**config.mk**
```make
export PLATFORM = sky130hd
export DESIGN_NAME = cte_free_enc
export DESIGN_NICKNAME = d
export VERILOG_FILES = /design/src/capability_table_engine_top_macros.svh /design/src/cte_free_enc.sv
export SDC_FILE = /design/constraint.sdc
export NUM_CORES = 1
export LEC_CHECK = 0
export ABC_AREA = 1
export BUFFER_PORTS_ARGS = -buffer_cell sky130_fd_sc_hd__buf_2
export CORE_AREA = 2 2 53 55
export DETAILED_ROUTE_END_ITERATION = 12
export DIE_AREA = 0 0 55 57
export PLACE_DENSITY = 0.76
export SLEW_MARGIN = 15
export SYNTH_ARGS = -nofsm -noshare
export SYNTH_HDL_FRONTEND = slang
export SYNTH_SLANG_ARGS = --single-unit
```
**constraint.sdc**
```tcl
create_clock -name clk -period 3.2 [get_ports clk]
set_clock_uncertainty 0.2 [all_clocks]
set_input_delay 0.48 -clock clk [delete_from_list [all_inputs] [get_ports clk]]
set_output_delay 0.48 -clock clk [all_outputs]
set_load 0.02 [all_outputs]
```
**src/capability_table_engine_top_macros.svh**
```systemverilog
// Assertion macros for the capability table engine.
`ifndef CAPABILITY_TABLE_ENGINE_TOP_MACROS_SVH
`define CAPABILITY_TABLE_ENGINE_TOP_MACROS_SVH

// Check that cons holds in the same cycle as ante.
`define CTE_ASSERT_NOW(lbl, ante, cons) \
  lbl: assert property (@(posedge clk) disable iff (!rst_n) (ante) |-> (cons)) \
    else $error("assertion failed");

// Check that cons holds in the cycle after ante.
`define CTE_ASSERT_NEXT(lbl, ante, cons) \
  lbl: assert property (@(posedge clk) disable iff (!rst_n) (ante) |=> (cons)) \
    else $error("assertion failed");

`endif

```
**src/cte_free_enc.sv**
```systemverilog
// Registered lowest-free-slot encoder over the slot occupancy vector.
module cte_free_enc #(
  parameter int unsigned NUM_SLOTS = 64
) (
  input  logic                         clk,
  input  logic [NUM_SLOTS-1:0]         used,
  output logic [$clog2(NUM_SLOTS)-1:0] free_idx_r,
  output logic                         full_r
);

  localparam int unsigned AW = $clog2(NUM_SLOTS);

  logic [AW-1:0] free_idx_nxt;
  logic          full_nxt;

  always_comb begin
    free_idx_nxt = '0;
    for (int i = NUM_SLOTS - 1; i >= 0; i--) begin
      if (!used[i]) begin
        free_idx_nxt = AW'(i);
      end
    end
    full_nxt = &used;
  end

  always_ff @(posedge clk) begin
    free_idx_r <= free_idx_nxt;
    full_r     <= full_nxt;
  end

endmodule

```
==> impl_results.html <==
<table>
<tr><th>Metric</th><th>Value</th></tr>
<tr><th colspan="2">Power</th></tr>
<tr><td>Net switching power figure</td><td>roughly 0.084 mW</td></tr>
<tr><td>Internal cell power</td><td>just under 0.2 mW</td></tr>
<tr><td>Share of total power in sequential cells</td><td>0.318</td></tr>
<tr><td>Switching portion of total power</td><td>0.297</td></tr>
<tr><td>Total power divided by cell area</td><td>208 nW/um2</td></tr>
<tr><td>Post-route total power</td><td>approximately 0.28 mW</td></tr>
<tr><td>Leakage Power</td><td>~0.78 nW</td></tr>
<tr><td>Maximum resistive drop on vdd</td><td>about 0.00012 V</td></tr>
<tr><td>Part of the total power dissipated in the clock network</td><td>0.265</td></tr>
<tr><td>Combinational cell fraction of total power</td><td>0.417</td></tr>
<tr><th colspan="2">Global routing</th></tr>
<tr><td>Global-route wire length before repair</td><td>about 3600 um</td></tr>
<tr><td>Vias in the first global route</td><td>approximately 1100</td></tr>
<tr><td>GRT Residual Overflow</td><td>0</td></tr>
<tr><td>Number of antenna violations at the first check in global routing</td><td>0</td></tr>
<tr><td>Global routing usage summed across all routing layers</td><td>0.141</td></tr>
<tr><td>Largest net degree at the start of global routing</td><td>5</td></tr>
<tr><th colspan="2">Detailed routing</th></tr>
<tr><td>Detail-routed via count per cell</td><td>approximately 4.3</td></tr>
<tr><td>Iter 0 DRT Violations</td><td>22</td></tr>
<tr><td>Count of nets left with antenna violations after detail routing</td><td>0</td></tr>
<tr><td>WL final</td><td>between 2000 and 2500 um</td></tr>
<tr><td>Pre-antenna DRT Iters</td><td>4</td></tr>
<tr><td>Wirelength per Cell</td><td>6.91 um</td></tr>
<tr><td>Total number of vias</td><td>1294</td></tr>
<tr><td>Remaining DRCs</td><td>0</td></tr>
<tr><th colspan="2">STA</th></tr>
<tr><td>Fmax achieved</td><td>just under 300 MHz</td></tr>
<tr><td>Fin. max-slew vios</td><td>0</td></tr>
<tr><td>Pin slew with the least headroom to its limit</td><td>around 0.2 ns</td></tr>
<tr><td>Worst max-slew margin expressed relative to the limit</td><td>0.867</td></tr>
<tr><td>Post-layout minimum cycle time</td><td>~3.4 ns</td></tr>
<tr><td>Setup tns final</td><td>-0.231 ns</td></tr>
<tr><td>RSZ-0062 raised after global routing</td><td>true</td></tr>
<tr><td>Final hold viol count</td><td>0</td></tr>
<tr><td>Part of the cycle the worst path needs</td><td>1.07</td></tr>
<tr><td>Post-route setup slack</td><td>-0.231 ns</td></tr>
<tr><td>Setup Viol. Count Final</td><td>1</td></tr>
<tr><th colspan="2">Job</th></tr>
<tr><td>Maxcap violations</td><td>0</td></tr>
<tr><th colspan="2">Synth</th></tr>
<tr><td>Simple logic cell fraction of the synthesized area</td><td>0.714</td></tr>
<tr><td>Yosys synthesis warning count</td><td>0</td></tr>
<tr><td>Post-Syn Area</td><td>837 um2</td></tr>
<tr><td>Adder-Cell Fraction of Synth Area</td><td>0</td></tr>
<tr><td>Number of distinct library cells after synthesis</td><td>13</td></tr>
<tr><td>Register bit total from synthesis</td><td>7</td></tr>
<tr><td>Seq/Total Area, Yosys</td><td>0.167</td></tr>
<tr><td>Main combinational cell family by area after synthesis</td><td>simple AND/OR/NAND/NOR gates</td></tr>
<tr><td>Area fraction in compound gates after synthesis</td><td>0.0912</td></tr>
<tr><td>Mux share of post-synthesis cell area</td><td>0</td></tr>
<tr><td>Net Count, Synth</td><td>245</td></tr>
<tr><td>Xor/xnor share of the synthesized area</td><td>0</td></tr>
<tr><td>Number of standard cells after synthesis</td><td>180</td></tr>
<tr><td>Average instance area after synthesis</td><td>4.65 um2</td></tr>
<tr><th colspan="2">Placed design</th></tr>
<tr><td>Final HPWL from detailed placement</td><td>1860 um</td></tr>
<tr><td>Number of port buffers</td><td>71</td></tr>
<tr><td>Placement Cell Area</td><td>1320 um2</td></tr>
<tr><td>Pre-CTS WS</td><td>-0.541 ns</td></tr>
<tr><td>Routability Congestion</td><td>0.673</td></tr>
<tr><th colspan="2">Floorplan</th></tr>
<tr><td>Die width</td><td>around 55 um</td></tr>
<tr><td>Std cell rows</td><td>19</td></tr>
<tr><td>Initial cell density of the core</td><td>0.320</td></tr>
<tr><td>Die Height</td><td>approximately 57 um</td></tr>
<tr><td>Top-Level Pins</td><td>72</td></tr>
<tr><td>Area of the core region</td><td>roughly 2600 um2</td></tr>
<tr><td>Die footprint</td><td>approximately 3100 um2</td></tr>
<tr><th colspan="2">Worst setup path</th></tr>
<tr><td>Endpoint of the most critical setup path</td><td>free_idx_r[0]</td></tr>
<tr><td>Crit path required time</td><td>around 3.2 ns</td></tr>
<tr><td>Master of the slowest instance on the critical path</td><td>sky130_fd_sc_hd__a21oi_2</td></tr>
<tr><td>Crit. path cell count</td><td>64</td></tr>
<tr><td>Crit. End Element</td><td>flop</td></tr>
<tr><td>Cell family with the largest share of critical-path delay</td><td>simple AND/OR/NAND/NOR gates</td></tr>
<tr><td>Data arrival time at the worst-slack endpoint</td><td>~3.4 ns</td></tr>
<tr><td>Critical path start-end classification</td><td>input port to flop</td></tr>
<tr><td>Cell repeated most along the worst path</td><td>sky130_fd_sc_hd__nand2_1</td></tr>
<tr><td>CP startpoint</td><td>used[63]</td></tr>
<tr><td>Largest stage delay on the critical path</td><td>about 0.10 ns</td></tr>
<tr><td>Largest fanout on the critical path</td><td>2</td></tr>
<tr><td>Type of origin of the critical path</td><td>input port</td></tr>
<tr><td>Worst path buffer plus inverter count</td><td>2</td></tr>
<tr><th colspan="2">CTS</th></tr>
<tr><td>Number of buffers inserted for hold repair after clock tree synthesis</td><td>0</td></tr>
<tr><td>Number of buffers inserted during clock tree synthesis</td><td>3</td></tr>
<tr><td>Worst-case clock buffer depth</td><td>2</td></tr>
<tr><td>Clock tree from TritonCTS</td><td>yes</td></tr>
<tr><td>Post-CTS setup-driven buffer insertion count</td><td>0</td></tr>
<tr><td>Clock tree sinks</td><td>7</td></tr>
<tr><td>Cell at the root of the clock tree</td><td>sky130_fd_sc_hd__clkbuf_4</td></tr>
<tr><td>H-tree depth</td><td>1</td></tr>
<tr><td>Clock transition time at the flip-flop clock pins of the worst setup and hold paths</td><td>approximately 0.050 ns</td></tr>
<tr><th colspan="2">Finish</th></tr>
<tr><td>Layout overhead on the synthesized area</td><td>62.0%</td></tr>
<tr><td>Fraction of layout instances using a drive strength above 1</td><td>0.333</td></tr>
<tr><td>Number of diodes added for antenna fixing</td><td>0</td></tr>
<tr><td>Layout filler cell count</td><td>roughly 310</td></tr>
<tr><td>Post-route cell area</td><td>1360 um2</td></tr>
<tr><td>Core occupancy in the finished layout</td><td>0.519</td></tr>
<tr><td>Most common cell after layout, fill and taps aside</td><td>sky130_fd_sc_hd__nand2_1</td></tr>
<tr><td>Top library cells by usage in the layout, fill and taps aside</td><td>105 x sky130_fd_sc_hd__nand2_1, 70 x sky130_fd_sc_hd__buf_2, 40 x sky130_fd_sc_hd__nor2_1, 12 x sky130_fd_sc_hd__buf_4, 7 x sky130_fd_sc_hd__dfxtp_1</td></tr>
<tr><td>Final layout net count</td><td>around 330</td></tr>
<tr><th colspan="2">Min path</th></tr>
<tr><td>Class of the tightest hold or removal check</td><td>input port to flop</td></tr>
<tr><th colspan="2">Outcome</th></tr>
<tr><td>Outcome</td><td>finished with violations</td></tr>
<tr><td>Violated checks</td><td>negative setup slack</td></tr>
</table>
## stage by stage
step / instances / hold slack [ns]
final: 298 / 0.242
after detailed placement: 294 / 0.492
after global placement: 294 / 0.488
after global routing: 298 / 0.245
after floorplan: 180 / 0.362
after CTS: 298 / 0.238
## layer usage
layer	wire, um	GRT usage	part of all wire	vias up
met5	0	0	0	-
met4	14	0.0418	0.0068	0
met3	161	0.0157	0.078	2
met2	964	0.255	0.47	39
met1	918	0.169	0.45	516
li1	-	-	-	737
## cells in the mapped netlist
library cell	instances	area, um2
sky130_fd_sc_hd__nor3_1	1	5.00
sky130_fd_sc_hd__nor2_1	40	150
sky130_fd_sc_hd__dfxtp_1	7	140
sky130_fd_sc_hd__a21oi_1	2	10.0
sky130_fd_sc_hd__nand4_1	4	25.0
sky130_fd_sc_hd__a21oi_2	1	8.76
sky130_fd_sc_hd__nand2_1	106	398
sky130_fd_sc_hd__o21bai_1	2	15.0
sky130_fd_sc_hd__o21ai_0	2	10.0
sky130_fd_sc_hd__inv_1	6	22.5
sky130_fd_sc_hd__a21boi_0	1	7.51
sky130_fd_sc_hd__a31oi_1	4	25.0
sky130_fd_sc_hd__nand3_1	4	20.0
## flip-flops by register name, summed over array words and instances (netlist names)
register,flops
free_idx_r,6
full_r,1
## layout make-up
| cell class | count | area [um2] | share of cell area |
|---|---|---|---|
| Tap cell | 31 | 38.8 | 0.0286 |
| Inverter | 6 | 22.5 | 0.0166 |
| Timing Repair Buffer | 83 | 452 | 0.333 |
| Clock buffer | 4 | 26.3 | 0.0194 |
| Multi-Input combinational cell | 167 | 677 | 0.499 |
| Sequential cell | 7 | 140 | 0.103 |
## cell families (layout without fill, tap and decap cells)
group,after synthesis,after routing
DFF,7,7
buffers and inverters,6,93
AOI/OAI and AO/OA,12,12
and+or+nand+nor,155,155
## power groups by stage
stage          logic (mW)  clock network [mW]  registers [mW]
4_1_cts             0.118              0.0775          0.0897
5_1_grt             0.138              0.0795          0.0898
2_1_floorplan      0.0473                   0          0.0941
3_5_place_dp        0.117                   0          0.0915
6_report            0.117              0.0748          0.0897
3_3_place_gp        0.116                   0          0.0914
## repair_timing
item | 4_1_cts | 5_1_grt
hold endpoints to repair | 0 | 0
gates resized for setup | 2 | 1
setup endpoints to repair | 1 | 2
## worst min-delay path by stage
stage          cells after the start            end    start
2_1_floorplan                      1  free_idx_r[0]  used[1]
3_3_place_gp                       2  free_idx_r[0]  used[1]
3_5_place_dp                       2  free_idx_r[0]  used[1]
4_1_cts                            2  free_idx_r[0]  used[1]
5_1_grt                            2  free_idx_r[0]  used[1]
6_report                           2  free_idx_r[0]  used[1]
No activity file was read; power rests on OpenSTA's default activity.
