File: src/capability_table_engine_top_macros.svh
// Assertion macros for the capability table engine.
`ifndef CAPABILITY_TABLE_ENGINE_TOP_MACROS_SVH
`define CAPABILITY_TABLE_ENGINE_TOP_MACROS_SVH

// Check that cons holds in the same cycle as ante.
`define CTE_ASSERT_NOW(lbl, ante, cons) \
  lbl: assert property (@(posedge clk) disable iff (!rst_n) (ante) |-> (cons)) \
    else $error("assertion failed");

// Check that cons holds in the cycle after ante.
`define CTE_ASSERT_NEXT(lbl, ante, cons) \
  lbl: assert property (@(posedge clk) disable iff (!rst_n) (ante) |=> (cons)) \
    else $error("assertion failed");

`endif

File: src/cte_ram.sv
// Generic single-write, single-read RAM with registered read data.
module cte_ram #(
  parameter int unsigned WIDTH = 8,
  parameter int unsigned DEPTH = 64
) (
  input  logic                     clk,
  input  logic                     we,
  input  logic [$clog2(DEPTH)-1:0] waddr,
  input  logic [WIDTH-1:0]         wdata,
  input  logic                     re,
  input  logic [$clog2(DEPTH)-1:0] raddr,
  output logic [WIDTH-1:0]         rdata_r
);

  logic [WIDTH-1:0] mem [DEPTH];

  always_ff @(posedge clk) begin
    if (we) begin
      mem[waddr] <= wdata;
    end
    if (re) begin
      rdata_r <= mem[raddr];
    end
  end

endmodule

File: config.mk
export PLATFORM = sky130hd
export DESIGN_NAME = cte_ram
export DESIGN_NICKNAME = d
export VERILOG_FILES = /design/src/capability_table_engine_top_macros.svh /design/src/cte_ram.sv
export SDC_FILE = /design/constraint.sdc
export NUM_CORES = 1
export LEC_CHECK = 0
export BUFFER_PORTS_ARGS = -buffer_cell sky130_fd_sc_hd__buf_2
export CAP_MARGIN = 10
export CORE_ASPECT_RATIO = 1.1
export CORE_MARGIN = 5
export CORE_UTILIZATION = 50
export CTS_CLUSTER_DIAMETER = 60
export DETAILED_ROUTE_END_ITERATION = 16
export GPL_TIMING_DRIVEN = 0
export PLACE_DENSITY = 0.66
export SLEW_MARGIN = 5
export SYNTH_ARGS = -nofsm -noshare
export SYNTH_HDL_FRONTEND = slang
export SYNTH_SLANG_ARGS = --single-unit
File: constraint.sdc
create_clock -name clk -period 2.43 [get_ports clk]
set_input_delay 0.3645 -clock clk [delete_from_list [all_inputs] [get_ports clk]]
set_output_delay 0.3645 -clock clk [all_outputs]
set_load 0.01 [all_outputs]
==> results of run 1 <==
==> state kept, by name, indices dropped and copies added (netlist names) <==
name and flops:
mem 512, rdata_r 8
==> stage by stage <==
step	instance area, um2	total power (uW)	utilization (%)	worst slack, ns	hold WS [ns]
2_1_floorplan	20200	10700	-	0.259	0.463
3_3_place_gp	21000	11100	52.4	-0.811	0.743
3_5_place_dp	21000	11100	52.4	-0.827	0.752
4_1_cts	22600	18500	56.3	0.0491	0.157
5_1_grt	22600	18900	56.5	-0.0207	0.163
6_report	22600	18400	56.5	0.00388	0.179
==> worst max-delay path, delay by kind of cell <==
| kind | cells | cell delay [ns] |
|---|---|---|
| AOI/OAI and AO/OA | 2 | 0.23 |
| buffers and inverters | 4 | 1.27 |
| muxes | 2 | 0.67 |
| and+or+nand+nor | 1 | 0.16 |
==> Yosys cell counts (11+ instances only) <==
cell,instances
buf_4,13
mux2i_1,23
nand3_1,13
nor2b_1,14
mux4_2,126
nand2_1,19
clkbuf_1,17
nor2_1,83
buf_2,11
edfxtp_1,520
mux2_2,13
==> power groups by stage <==
stage	registers (uW)	clock network [uW]	logic (uW)
2_1_floorplan	10200	0	529
3_3_place_gp	10200	0	953
3_5_place_dp	10200	0	973
4_1_cts	9970	7560	975
5_1_grt	9970	7940	1040
6_report	9970	7470	984
==> worst min path at each step <==
stage / startpoint / to / slack (ns) / depth (start not counted)
floorplan: wdata[0] / mem[0][0] / 0.46 / 0
global placement: re / rdata_r[1] / 0.74 / 1
detailed placement: re / rdata_r[0] / 0.75 / 1
CTS: re / rdata_r[5] / 0.16 / 1
global route: re / rdata_r[5] / 0.16 / 1
finish: re / rdata_r[5] / 0.18 / 1
==> what timing repair did <==
| item | 4_1_cts | 5_1_grt |
|---|---|---|
| gates resized for setup | 5 | 6 |
| pin swaps | 0 | 0 |
| hold buffers | 0 | 0 |
| setup endpoints to repair | 6 | 4 |
==> cell families after synthesis <==
kind of cell           share of synthesized area (%)
flip-flops                                      77.1
AND/OR/NAND/NOR                                 3.37
AO/OA/AOI/OAI                                   2.06
buffers and inverters                           1.56
multiplexers                                    15.9
==> layer usage <==
layer | part of all wire [%] | vias to the layer above | track usage [%] | routed length [um]
met3 | 8.0 | 89 | 3.43 | 3790
met2 | 48 | 477 | 33.3 | 22900
met4 | 3.3 | 6 | 6.86 | 1550
li1 | - | 4092 | - | -
met1 | 40 | 5211 | 31.1 | 18900
met5 | 0.072 | - | 0 | 34
==> layout make-up <==
class	instances	share of cell area, %
clock buffer	64	5.85
tap	513	2.84
timing repair buffer	26	0.719
clock inverter	27	1.02
buffer	50	1.41
multi-input combinational	369	19.2
sequential	520	69.0
antenna	1	0.0111
==> impl_metrics.tcl, run 1 <==
set metrics [dict create \
    status "completed" \
    vias 9875 \
    antenna_left 0 \
    root_buffer "clkbuf_16" \
    synth_fp_nets 963 \
    track_usage_pct 21.2 \
    post_drt_wl_per_cell_um 30.0 \
    core_um2 40100 \
    syn_to_final_growth_pct 11.8 \
    cell_internal_pwr_uw 14600 \
    synthArstFlopShare_pct 0 \
    firstDrtPassIters 7 \
    start_util_pct 50.5 \
    multi_input_area_um2 4340 \
    viasPerCell 6.29 \
    hold_viol_final 0 \
    cp-endpoint "rdata_r[7]" \
    post_synth.cell_area_avg_um2 21.5 \
    fin_skew_ns 0.0157 \
    ir_drop_mv 0.469 \
    tritoncts.num_buffers 50 \
    grt_pass1_vias 9960 \
    post_cts_buffers 0 \
    synthCells 940 \
    max_cap_viol_count 0 \
    slew_headroom_pct 15.4 \
    grt_max_degree 65 \
    synth_top_cell_area_share_pct 77.1 \
    fin_crit_ns 2.43 \
    dp.cells 1477 \
    tns_ns 0 \
    p_sw_uw 3850 \
    drive_gt1_share_pct 25.6 \
    tightest_slew_ns 1.27 \
    dpl.hpwl_mm 29.9 \
    ys_types 39 \
    hold_class "input pin to flip-flop" \
    crit_path_frequent_cell "buf_4" \
    p_leak_uw 0.00702 \
    reg2reg_from "mem[20][4]" \
    p_sw_share_pct 20.9 \
    setup_violations 0 \
    clock_latency_ns 0.57 \
    drt_wl_total_mm 47.1 \
    antenna_found_initial 6 \
    port_buffers 22 \
    fillers 2947 \
    ios 31 \
    mostFrequentLayoutCells "edfxtp_1 (520), mux4_2 (126), nor2_1 (83)" \
    die_height_um 221 \
    cts_tree "built" \
    cp_slowest_cell "buf_2" \
    startpoint "raddr[1]" \
    synth-edff-count 520 \
    path_cells "buf_4 -> buf_4 -> buf_4 -> buf_2 -> mux4_2 -> mux2i_1 -> a21oi_1 -> o21ai_0 -> nand2_1" \
    power_frac_seq_pct 54.1 \
    crit_path_start_kind "input pin" \
    ys_ff_latch 520 \
    syn_area_um2 20200 \
    crit_type "input pin to flip-flop" \
    comb_power_share_pct 5.3 \
    design.die.area_um2 44600 \
    grt_pass1_wl_mm 69.3 \
    yosysTopAreaCell "edfxtp_1" \
    clk_pin_slew_ns 0.07 \
    cts.sinks 520 \
    synth.area.top_cells "edfxtp_1 (77%), mux4_2 (14%), nor2_1 (1.5%)" \
    cts_htree_levels 2 \
    fin_cells 1570 \
    grt_overflow 0 \
    endpoint_kind "flip-flop" \
    drc_errors 0 \
    drt-initial-drc-count 1149 \
    p_per_area_nw_per_um2 814 \
    cts_buffer_depth 3 \
    die_w_um 202 \
    nets 1040 \
    critPathMaxFanout 10 \
    slew_violations 0 \
    worstReg2RegEnd "rdata_r[4]" \
    final-seq-area_um2 15600 \
    ff2ff_setup_slack_ns 0.16 \
    yosysSeqAreaShare_pct 77.1 \
    cp.required_ns 2.72 \
    arrival_ns 2.71 \
    yosysWarnings 0 \
    clockPowerShare_pct 40.6 \
    slowest_delay_ns 0.39 \
    fp-row-count 77 \
    synthFlopType "edfxtp_1" \
    final_common_cell "edfxtp_1" \
    globalplace.congestion 0.887 \
    finalCritPeriodShare_pct 99.8 \
    r2r_cells 5 \
    max_freq_mhz 412 \
]
(Power assumes the default switching activity.)
==> run 2, diff against run 1 <==
CORE_UTILIZATION = 30   (was 50)
PLACE_DENSITY = unset   (was 0.66)
SETUP_SLACK_MARGIN = 0.5   (was unset)
==> run 2 against run 1 <==
Effect of this change:
- global-route usage decreased by 8.2 points
- via count decreased by 2.2%
- clock-buffer cell count unchanged
- non-clock buffer count decreased by 1
- sequential cell count unchanged
- register-to-register slack improved by 0.19 ns
- total power decreased by 2.4%
- setup slack improved by 0.35 ns
- clock skew decreased by 0.0033 ns
- die area increased by 63%
- cell count increased by 22%
- combinational power increased by 11%
- largest power group unchanged
==> impl_metrics.tcl, run 2 (synthesis results as in run 1) <==
set metrics [dict create \
    dpl.hpwl_mm 31.5 \
    grt_pass1_wl_mm 69.9 \
    die_w_um 258 \
    r2r_cells 5 \
    grt_overflow 0 \
    clk_pin_slew_ns 0.06 \
    clock_latency_ns 0.57 \
    top_layer_used "met4" \
    fp-row-count 100 \
    cts_buffer_depth 3 \
    endpoint_kind "flip-flop" \
    cp_slowest_cell "mux4_2" \
    slew_headroom_pct 16.9 \
    p_per_area_nw_per_um2 769 \
    ff2ff_setup_slack_ns 0.35 \
    fin_cells 1921 \
    drt_wl_total_mm 48.6 \
    cts_tree "built" \
    finalCritPeriodShare_pct 85.6 \
    final_core_util_pct 34.8 \
    cts_htree_levels 2 \
    slowest_delay_ns 0.55 \
    cts.sinks 520 \
    path_cells "mux4_2 -> mux4_2 -> nor2_2 -> nor3_1 -> o2bb2ai_2" \
    rsz0062_at_grt "yes" \
    cts_hold_buf 0 \
    wl_met1_mm 19.8 \
    reg2reg_from "mem[15][1]" \
    hp-start "re" \
    antenna_found_initial 6 \
    crit_path_start_kind "flip-flop" \
    hold_viol_final 0 \
    largest_reg_flops 512 \
    min_to "rdata_r[0]" \
    core_um2 67300 \
    drt-initial-drc-count 918 \
    drc_errors 0 \
    die_height_um 282 \
    final_common_cell "edfxtp_1" \
    start_util_pct 30.1 \
    wl_met2_mm 24.2 \
    worstReg2RegEnd "rdata_r[1]" \
    track_usage_pct 13.1 \
    slew_violations 0 \
    firstDrtPassIters 5 \
    crit_family "multiplexers" \
    cp.required_ns 2.73 \
    wl_met3_mm 3.28 \
    tritoncts.num_buffers 48 \
    path_buf_inv 0 \
    max_freq_mhz 481 \
    ir_drop_mv 0.451 \
    design.die.area_um2 72800 \
    p_leak_uw 0.00706 \
    tightest_slew_ns 1.25 \
    globalplace.congestion 0.873 \
    fin_crit_ns 2.08 \
    drive_gt1_share_pct 33.3 \
    ios 31 \
    status "completed" \
    crit_type "flip-flop to flip-flop" \
    post_dp_cell_area_um2 21500 \
    grt_pass1_vias 10000 \
    reg_top3 "mem (512), rdata_r (8)" \
    setup_violations 0 \
    critPathMaxFanout 1 \
    antenna_left 0 \
    syn_to_final_growth_pct 15.5 \
    mostFrequentLayoutCells "edfxtp_1 (520), mux4_2 (126), clkbuf_16 (49)" \
    nets 1037 \
    viasPerCell 5.03 \
    stdcell_area_um2 23400 \
    fin_skew_ns 0.0125 \
    arrival_ns 2.38 \
    max_cap_viol_count 0 \
    port_buffers 22 \
    crit_path_frequent_cell "mux4_2" \
    tns_ns 0 \
    post_drt_wl_per_cell_um 25.3 \
    dp.cells 1829 \
    holdPathStages 1 \
    max_flop_register "mem" \
    root_buffer "clkbuf_16" \
    grt_max_degree 65 \
    hold_class "input pin to flip-flop" \
    vias 9659 \
]
==> run 2: cell count changes in the layout (fill, tap and decap cells not counted), sizes merged, moves of 3 or more <==
cell    before  now
buf         59   56
bufinv       4    1
clkinv      20   17
diode        1    5
==> run 2: layer usage <==
| layer | vias to the layer above | global-route usage, % |
|---|---|---|
| met4 | 0 | 4.05 |
| li1 | 4090 | - |
| met3 | 72 | 2.46 |
| met1 | 5154 | 17.1 |
| met2 | 343 | 22.3 |
| met5 | - | 0 |
==> run 2: repair_timing <==
item	CTS	global route
setup buffers	0	0
setup endpoints to repair	195	289
resized for setup	82	47
pin swaps	4	0
cloned	0	0
hold endpoints to repair	0	0
==> run 2: worst max path at each step <==
| stage | from | to | slack [ns] | cells past startpoint |
|---|---|---|---|---|
| detailed placement | raddr[2] | rdata_r[3] | -0.88 | 7 |
| global route | mem[10][2] | rdata_r[2] | 0.30 | 5 |
| floorplan | raddr[0] | rdata_r[7] | 0.38 | 7 |
| CTS | raddr[1] | rdata_r[3] | 0.29 | 9 |
| global placement | raddr[2] | rdata_r[5] | -0.84 | 7 |
| finish | mem[15][1] | rdata_r[1] | 0.35 | 5 |
==> run 2: through the flow <==
step / power, uW / hold slack [ns] / setup WS [ns]
after floorplan: 10700 / 0.463 / 0.380
after detailed placement: 11200 / 0.711 / -0.876
after global routing: 18500 / 0.127 / 0.301
after CTS: 18100 / 0.115 / 0.290
after global placement: 11100 / 0.700 / -0.836
final: 18000 / 0.137 / 0.351
==> run 2: report_power, final <==
group	internal, uW	total (uW)	switching, uW	leakage (uW)
clock	3810	6930	3120	0.000693
combinational	398	1090	688	0.00168
sequential	9950	9970	14.8	0.00469
total	14200	18000	3830	0.00706
==> run 2: final cells by class <==
cell class	count	area, um2
multi-input combinational	369	4700
tap	867	1080
fill	6214	43900
clock inverter	21	134
timing repair buffer	24	135
clock buffer	64	1280
antenna	5	12.5
sequential	520	15600
buffer	51	430
